===== src/rtl/core/lpf_pkg.sv =====
// ----------------------------------------------------------------------------
// lpf_pkg
// Shared types and constants of the plaquette flip update core: grid size
// defaults, transaction field widths, function codes and payload structs.
// ----------------------------------------------------------------------------
package lpf_pkg;

	localparam int ROWS_DEF   = 6;
	localparam int COLS_DEF   = 4;
	localparam int COLORS_DEF = 3;

	localparam int NUM_LABELS = 3;

	localparam int FUNC_W  = 1;
	localparam int ROW_W   = 3;
	localparam int COL_W   = 2;
	localparam int COLOR_W = 2;
	localparam int STEP_W  = 2;
	localparam int LABEL_W = 3;

	localparam logic [FUNC_W-1:0] FUNC_WRITE = 1'b0;
	localparam logic [FUNC_W-1:0] FUNC_FLIP  = 1'b1;

	typedef struct packed {
		logic [FUNC_W-1:0]  func;
		logic [ROW_W-1:0]   cell_row;
		logic [COL_W-1:0]   cell_col;
		logic [COLOR_W-1:0] spin_color;
		logic [STEP_W-1:0]  color_step;
	} lpf_item_t;

	typedef struct packed {
		logic               was_flipped;
		logic [COLOR_W-1:0] cell_color;
		logic               grid_valid;
		logic [LABEL_W-1:0] vertical_label_0;
		logic [LABEL_W-1:0] vertical_label_1;
		logic [LABEL_W-1:0] vertical_label_2;
		logic [LABEL_W-1:0] horizontal_label_0;
		logic [LABEL_W-1:0] horizontal_label_1;
		logic [LABEL_W-1:0] horizontal_label_2;
	} lpf_result_t;

endpackage


===== src/rtl/core/lpf_if.sv =====
// ----------------------------------------------------------------------------
// lpf_if
// Valid/ready channels of the plaquette flip update core, one for the
// input transactions and one for the result transactions.
// ----------------------------------------------------------------------------
interface lpf_item_if;
	import lpf_pkg::*;

	logic      valid;
	logic      ready;
	lpf_item_t data;

	modport source(output valid, output data, input ready);
	modport sink(input valid, input data, output ready);
endinterface

interface lpf_result_if;
	import lpf_pkg::*;

	logic        valid;
	logic        ready;
	lpf_result_t data;

	modport source(output valid, output data, input ready);
	modport sink(input valid, input data, output ready);
endinterface


===== src/rtl/core/lattice_plaquette_flip_update_core.sv =====
// ----------------------------------------------------------------------------
// lattice_plaquette_flip_update_core
// Stages: input register, then result register. Throughput: one transaction
// per cycle unless the receiver stalls; the grid update, plaquette check and
// label counts form one combinational pass between input and result registers.
// Reset: asynchronous; clears the grid to color zero and empties both stages.
// Toroidal spin grid held in flops; write or plaquette flip per transaction.
// ----------------------------------------------------------------------------
module lattice_plaquette_flip_update_core #(
	parameter int ROWS   = lpf_pkg::ROWS_DEF,
	parameter int COLS   = lpf_pkg::COLS_DEF,
	parameter int COLORS = lpf_pkg::COLORS_DEF
) (
	input  logic         clk,
	input  logic         arst_n,
	lpf_item_if.sink     items,
	lpf_result_if.source results
);
	import lpf_pkg::*;

	localparam int CELLS = ROWS * COLS;
	localparam int CW    = (COLORS > 2) ? $clog2(COLORS) : 1;
	localparam int RW    = $clog2(ROWS);
	localparam int CLW   = $clog2(COLS);
	localparam int VW    = $clog2(ROWS) + 3;
	localparam int HW    = $clog2(COLS) + 3;

	function automatic logic [CW-1:0] mod_colors(input logic [3:0] v);
		logic [CW-1:0] res;
		res = '0;
		for (int i = 0; i < 16; i++) begin
			if (v == 4'(i)) begin
				res = CW'(i % COLORS);
			end
		end
		return res;
	endfunction

	function automatic logic [RW-1:0] mod_rows(input logic [ROW_W-1:0] v);
		logic [RW-1:0] res;
		res = '0;
		for (int i = 0; i < (1 << ROW_W); i++) begin
			if (v == ROW_W'(i)) begin
				res = RW'(i % ROWS);
			end
		end
		return res;
	endfunction

	function automatic logic [CLW-1:0] mod_cols(input logic [COL_W-1:0] v);
		logic [CLW-1:0] res;
		res = '0;
		for (int i = 0; i < (1 << COL_W); i++) begin
			if (v == COL_W'(i)) begin
				res = CLW'(i % COLS);
			end
		end
		return res;
	endfunction

	logic [CW-1:0] grid_q [CELLS];
	logic [CW-1:0] grid_next [CELLS];

	lpf_item_t   item_s1;
	logic        valid_s1;
	lpf_result_t result_s2;
	logic        valid_s2;
	logic        advance;

	logic [RW-1:0]  row_sel;
	logic [CLW-1:0] col_sel;
	logic           flip_any;
	logic [CW-1:0]  cell_new;
	logic [CW-1:0]  cell_old;
	logic           plaq_ok;
	logic [LABEL_W-1:0] vlabel [NUM_LABELS];
	logic [LABEL_W-1:0] hlabel [NUM_LABELS];
	logic [3:0]     color_wide;

	assign advance     = valid_s1 && (!valid_s2 || results.ready);
	assign items.ready = !valid_s1 || advance;

	always_ff @(posedge clk or negedge arst_n) begin
		if (!arst_n) begin
			valid_s1 <= 1'b0;
			valid_s2 <= 1'b0;
			for (int i = 0; i < CELLS; i++) begin
				grid_q[i] <= '0;
			end
		end else begin
			if (items.ready) begin
				valid_s1 <= items.valid;
			end
			if (advance) begin
				valid_s2 <= 1'b1;
			end else if (results.ready) begin
				valid_s2 <= 1'b0;
			end
			for (int i = 0; i < CELLS; i++) begin
				grid_q[i] <= grid_next[i];
			end
		end
	end

	always_ff @(posedge clk) begin
		if (items.valid && items.ready) begin
			item_s1 <= items.data;
		end
		if (advance) begin
			result_s2.was_flipped        <= flip_any;
			result_s2.cell_color         <= color_wide[COLOR_W-1:0];
			result_s2.grid_valid         <= plaq_ok;
			result_s2.vertical_label_0   <= vlabel[0];
			result_s2.vertical_label_1   <= vlabel[1];
			result_s2.vertical_label_2   <= vlabel[2];
			result_s2.horizontal_label_0 <= hlabel[0];
			result_s2.horizontal_label_1 <= hlabel[1];
			result_s2.horizontal_label_2 <= hlabel[2];
		end
	end

	assign results.valid = valid_s2;
	assign results.data  = result_s2;

	// cell update: every cell evaluates its own flip condition
	always_comb begin
		logic          sel;
		logic          cond;
		logic [CW-1:0] right_c;
		logic [CW-1:0] upd;
		row_sel  = mod_rows(item_s1.cell_row);
		col_sel  = mod_cols(item_s1.cell_col);
		flip_any = 1'b0;
		cell_new = '0;
		cell_old = '0;
		for (int r = 0; r < ROWS; r++) begin
			for (int c = 0; c < COLS; c++) begin
				sel     = (row_sel == RW'(r)) && (col_sel == CLW'(c));
				right_c = grid_q[r * COLS + ((c + 1) % COLS)];
				cond    = (grid_q[((r + 1) % ROWS) * COLS + c] == right_c) &&
					(grid_q[r * COLS + ((c + COLS - 1) % COLS)] == right_c) &&
					(grid_q[((r + ROWS - 1) % ROWS) * COLS + c] == right_c);
				if (item_s1.func == FUNC_FLIP) begin
					upd = cond ? mod_colors(4'(grid_q[r * COLS + c]) + 4'(item_s1.color_step))
						: grid_q[r * COLS + c];
				end else begin
					upd = mod_colors(4'(item_s1.spin_color));
				end
				if (sel && advance) begin
					grid_next[r * COLS + c] = upd;
				end else begin
					grid_next[r * COLS + c] = grid_q[r * COLS + c];
				end
				if (sel) begin
					cell_new = upd;
					cell_old = grid_q[r * COLS + c];
					flip_any = (item_s1.func == FUNC_FLIP) && (upd != grid_q[r * COLS + c]);
				end
			end
		end
		color_wide = 4'(cell_new);
	end

	// plaquette check and symmetry labels on the updated grid
	always_comb begin
		logic [CW-1:0]  ch;
		logic [ROWS-1:0] v_even [NUM_LABELS];
		logic [ROWS-1:0] v_odd  [NUM_LABELS];
		logic [COLS-1:0] h_even [NUM_LABELS];
		logic [COLS-1:0] h_odd  [NUM_LABELS];
		logic [VW-1:0]  vsum;
		logic [HW-1:0]  hsum;
		plaq_ok = 1'b1;
		for (int r = 0; r < ROWS; r++) begin
			for (int c = 0; c < COLS; c++) begin
				if (!((grid_next[r * COLS + c] ==
					grid_next[((r + ROWS - 1) % ROWS) * COLS + ((c + COLS - 1) % COLS)]) ||
					(grid_next[((r + ROWS - 1) % ROWS) * COLS + c] ==
					grid_next[r * COLS + ((c + COLS - 1) % COLS)]))) begin
					plaq_ok = 1'b0;
				end
			end
		end
		for (int k = 0; k < NUM_LABELS; k++) begin
			v_even[k] = '0;
			v_odd[k]  = '0;
			h_even[k] = '0;
			h_odd[k]  = '0;
		end
		for (int r = 0; r < ROWS; r++) begin
			ch = mod_colors(4'(grid_next[r * COLS]) +
				4'(grid_next[((r + ROWS - 1) % ROWS) * COLS]));
			for (int k = 0; k < NUM_LABELS; k++) begin
				if (4'(ch) == 4'(k)) begin
					if (r % 2 == 0) begin
						v_even[k][r] = 1'b1;
					end else begin
						v_odd[k][r] = 1'b1;
					end
				end
			end
		end
		for (int c = 0; c < COLS; c++) begin
			ch = mod_colors(4'(grid_next[c]) + 4'(grid_next[(c + COLS - 1) % COLS]));
			for (int k = 0; k < NUM_LABELS; k++) begin
				if (4'(ch) == 4'(k)) begin
					if (c % 2 == 0) begin
						h_even[k][c] = 1'b1;
					end else begin
						h_odd[k][c] = 1'b1;
					end
				end
			end
		end
		for (int k = 0; k < NUM_LABELS; k++) begin
			vsum = VW'(ROWS / 2) + VW'($countones(v_even[k])) - VW'($countones(v_odd[k]));
			hsum = HW'(COLS / 2) + HW'($countones(h_even[k])) - HW'($countones(h_odd[k]));
			vlabel[k] = vsum[LABEL_W-1:0];
			hlabel[k] = hsum[LABEL_W-1:0];
		end
	end

`ifndef ASSERT_OFF
	assert property (@(posedge clk) disable iff (!arst_n)
		advance && flip_any |-> item_s1.func == FUNC_FLIP)
		else $error("flip reported for a write transaction");

	assert property (@(posedge clk) disable iff (!arst_n)
		advance && flip_any |-> cell_new != cell_old)
		else $error("flip reported without a color change");

	assert property (@(posedge clk) disable iff (!arst_n)
		!items.ready |-> valid_s1 && valid_s2 && !results.ready)
		else $error("input stalled while the result stage can move");

	assert property (@(posedge clk) disable iff (!arst_n)
		advance |=> valid_s2)
		else $error("advanced transaction did not reach the result stage");
`endif

endmodule


===== src/flat_wrapper.sv =====
// flat-port wrapper written by rule: the top's interface ports become plain ports
module lattice_plaquette_flip_update_core_flat import lpf_pkg::*;
#(
	parameter int ROWS   = lpf_pkg::ROWS_DEF,
	parameter int COLS   = lpf_pkg::COLS_DEF,
	parameter int COLORS = lpf_pkg::COLORS_DEF
)
  (clk, arst_n, items_valid, items_data, items_ready, results_valid, results_data, results_ready);
  lpf_item_if items_i ();
  lpf_result_if results_i ();
  input  logic clk;
  input  logic arst_n;
  input wire logic [$bits(items_i.valid)-1:0] items_valid;
  input wire logic [$bits(items_i.data)-1:0] items_data;
  output wire logic [$bits(items_i.ready)-1:0] items_ready;
  output wire logic [$bits(results_i.valid)-1:0] results_valid;
  output wire logic [$bits(results_i.data)-1:0] results_data;
  input wire logic [$bits(results_i.ready)-1:0] results_ready;
  assign items_i.valid = items_valid;
  assign items_i.data = items_data;
  assign items_ready = items_i.ready;
  assign results_valid = results_i.valid;
  assign results_data = results_i.data;
  assign results_i.ready = results_ready;
  lattice_plaquette_flip_update_core #(.ROWS(ROWS), .COLS(COLS), .COLORS(COLORS)) u_core (.clk(clk), .arst_n(arst_n), .items(items_i), .results(results_i));
endmodule

===== config.mk =====
export PLATFORM = sky130hd
export DESIGN_NAME = lattice_plaquette_flip_update_core_flat
export DESIGN_NICKNAME = d
export VERILOG_FILES = /design/src/rtl/core/lpf_pkg.sv /design/src/rtl/core/lpf_if.sv /design/src/rtl/core/lattice_plaquette_flip_update_core.sv /design/src/flat_wrapper.sv
export SDC_FILE = /design/constraint.sdc
export NUM_CORES = 1
export LEC_CHECK = 0
export ABC_AREA = 1
export BUFFER_PORTS_ARGS = -buffer_cell sky130_fd_sc_hd__buf_2
export CORE_ASPECT_RATIO = 1.75
export CORE_MARGIN = 1
export CORE_UTILIZATION = 50
export CTS_BUF_LIST = sky130_fd_sc_hd__clkbuf_16
export DETAILED_ROUTE_END_ITERATION = 7
export MAX_ROUTING_LAYER = met4
export PLACE_DENSITY = 0.76
export SYNTH_ARGS = -nofsm -noshare
export SYNTH_HDL_FRONTEND = slang
export SYNTH_SLANG_ARGS = --single-unit

===== constraint.sdc =====
create_clock -name clk -period 6.6 [get_ports clk]
set_clock_uncertainty 0.15 [all_clocks]
set_input_delay 0.99 -clock clk [delete_from_list [all_inputs] [get_ports clk]]
set_output_delay 0.99 -clock clk [all_outputs]
set_load 0.1 [all_outputs]

==> qor.yml <==
status: "completed"
final_cell_count_no_fill: 1735
crit_path_end_kind: "flip-flop"
port_buffers: 37
finalMaxSlewViolations: 0
synth_ff_type: "dfrtp_1"
synth_cell_types: 41
cts-hold-fix-buffers: 0
grt_pass1_wl_mm: 58.1
globalplace.congestion: 1.06
nNetsFinal: 1597
cp_common_cell: "inv_1"
rsz0062_at_grt: "false"
postCtsSetupRepairBufs: 0
cts_root_buffer: "clkbuf_16"
core_area_mm2: 0.0203
syn-num-nets: 1561
slew_headroom_pct: 24.9
wire_per_inst_um: 21.9
synth_area_mm2: 0.0103
grt_start_max_net_pins: 51
async_reset_ff_share_pct: 61.0
clkTransAtPathRegs_ns: 0.07
clk_path_buf_depth: 2
utilization_pct: 54.7
hold_path_class: "flip-flop to flip-flop"
die-area_mm2: 0.0212
synth_seq_cells: 82
dr_total_vias: 10600
drt_first_pass_iters: 7
fin_area_mm2: 0.0111
grt_pass1_vias: 10500
crit_type: "flip-flop to flip-flop"
path_max_fanout: 11
cts_tree: "built"
totalWireLength_mm: 38.0
p_leak_nw: 5.26
clock_latency_ns: 0.37
syn_inst: 1446
route.detailed.drc: 0
pwr_density_cell_mw_per_mm2: 592
layout_min_cycle_time_ns: 5.71
placed_cells: 1719
post_cts_resized: 0
period_share_pct: 86.5
ys_seq_area_share_pct: 21.4
max_cap_violations: 0
cp-start-kind: "flip-flop"
num_rows: 69
grt_remaining_overflow: 0
finalSetupTns_ns: 0
dpl.hpwl_mm: 28.9
postRouteAntennaNets: 0
clock.fmax_mhz: 175
synth_enable_flop_cells: 32
via_per_inst: 6.12
hold_ws_ns: 0.388
initial_core_util_pct: 50.8
slowest_stage: "edfxtp_1"
insertedDiodeCount: 0
vdd_ir_drop_max_v: 0.000627
required_ns: 6.57
grt_antenna_before_repair: 0
crit_path_max_incr_delay_ns: 0.79
yosys_warnings: 0
placed_area_mm2: 0.0108
h-tree-depth: 3
areaGrowthSynthToFinish_pct: 7.50
cp_cell_sequence: "ha_1, inv_1, fa_1, inv_1, nand3_1, nand3_1, nand4_1, nand3_1, nand2_1, o21ai_1, ha_1, fa_1, nor2_1, inv_1, nor2_1, o21bai_1, nor2_1, ha_1, inv_1, ha_1, inv_1, fa_1, fa_1, xor2_1"
avgSynthCellArea_um2: 7.13
critPathArrivalTime_ns: 5.68
grtUsageTotal_pct: 37.6
final_cell_mix: "298 x nand2_1, 146 x xor2_1, 128 x nand3_1"
clock-sinks: 82
final_common_cell: "nand2_1"
cts_buffers: 9
hold_viol_final: 0
worst_pin_slew_ns: 1.12
drt-initial-drc-count: 850
finalSetupViolCount: 0
drive_above_1_share_pct: 13.7
fp.dieW_um: 111
io_pins: 38
dieHeight_um: 192
==> routing by layer <==
metal,vias up,global-route usage (%),part of all wire (%)
met1,4964,37.8,35
li1,4921,-,-
met2,524,62.8,49
met3,207,6.72,7.2
met4,0,33.3,9.5
met5,-,-,0
==> power by group <==
part           switching (mW)  internal (mW)  leakage, nW
combinational            3.14           1.62         4.22
sequential              0.410          0.898        0.907
clock                   0.246          0.258        0.133
==> critical path, delay by kind of cell, from the launching register on <==
kind	cells	cell delay, ns
AO/OA/AOI/OAI	2	0.47
XOR/XNOR	1	0.16
adder cells (fa/ha/maj)	8	2.80
buffers and inverters	5	0.29
flip-flops	1	0.79
AND/OR/NAND/NOR	8	0.76
==> cells in the mapped netlist, types with 19 or more instances <==
| library cell | number | area share (%) |
|---|---|---|
| a21oi_1 | 61 | 3.0 |
| buf_2 | 20 | 0.97 |
| dfrtp_1 | 50 | 12 |
| edfxtp_1 | 32 | 9.3 |
| fa_1 | 40 | 7.8 |
| ha_1 | 61 | 7.4 |
| inv_1 | 122 | 4.4 |
| inv_2 | 62 | 2.3 |
| nand2_1 | 298 | 11 |
| nand3_1 | 128 | 6.2 |
| nand4_1 | 30 | 1.8 |
| nor2_1 | 118 | 4.3 |
| nor3_1 | 30 | 1.5 |
| o211ai_1 | 36 | 2.6 |
| o21ai_0 | 41 | 2.0 |
| o21ai_1 | 42 | 2.0 |
| o21ai_2 | 19 | 1.6 |
| o22ai_1 | 25 | 1.5 |
| xor2_1 | 146 | 12 |
==> final cells by class <==
| class | instances | area [um^2] |
|---|---|---|
| Clock buffer | 9 | 225 |
| Clock inverter | 7 | 51.3 |
| Fill cell | 1937 | 9200 |
| Inverter | 186 | 703 |
| Multi-Input combinational cell | 1144 | 7240 |
| Sequential cell | 82 | 2210 |
| Tap cell | 248 | 310 |
| Timing Repair Buffer | 59 | 350 |
==> cells by family (layout without fill, tap and decap cells) <==
group           count (synthesis)  after routing  synth area share, %
compound gates                257            257                 15.5
xor+xnor                      146            146                 12.4
buf+inv                       220            261                 8.41
simple gates                  640            640                 27.1
flops                          82             82                 21.4
fa+ha+maj                     101            101                 15.2
==> final timing paths <==
check | slack (ns) | depth (start not counted) | end | startpoint
worst max register to register | 0.89 | 24 | u_core.results.data[17] | u_core.item_s1[0]
max in group asynchronous | 5.18 | 2 | u_core.grid_q[16] | arst_n
worst min-delay path | 0.39 | 2 | u_core.results.valid | u_core.results.valid
min in group asynchronous | 0.59 | 2 | u_core.grid_q[37] | arst_n
worst max-delay path | 0.89 | 24 | u_core.results.data[17] | u_core.item_s1[0]
worst min register to register | 0.39 | 2 | u_core.results.valid | u_core.results.valid
==> flip-flops by register name (all words and copies together), names as in the netlist <==
register and cells:
u_core.grid_q 48, u_core.item_s1 10, u_core.results.data 22, u_core.results.valid 1, u_core.valid_s1 1
==> metrics by stage <==
step | setup WS [ns] | power, mW
6_report | 0.890 | 6.57
5_1_grt | 0.594 | 7.14
4_1_cts | 0.938 | 6.53
3_5_place_dp | 0.932 | 5.99
3_3_place_gp | 1.10 | 5.83
2_1_floorplan | 0.428 | 4.71
(Power assumes the default switching activity.)
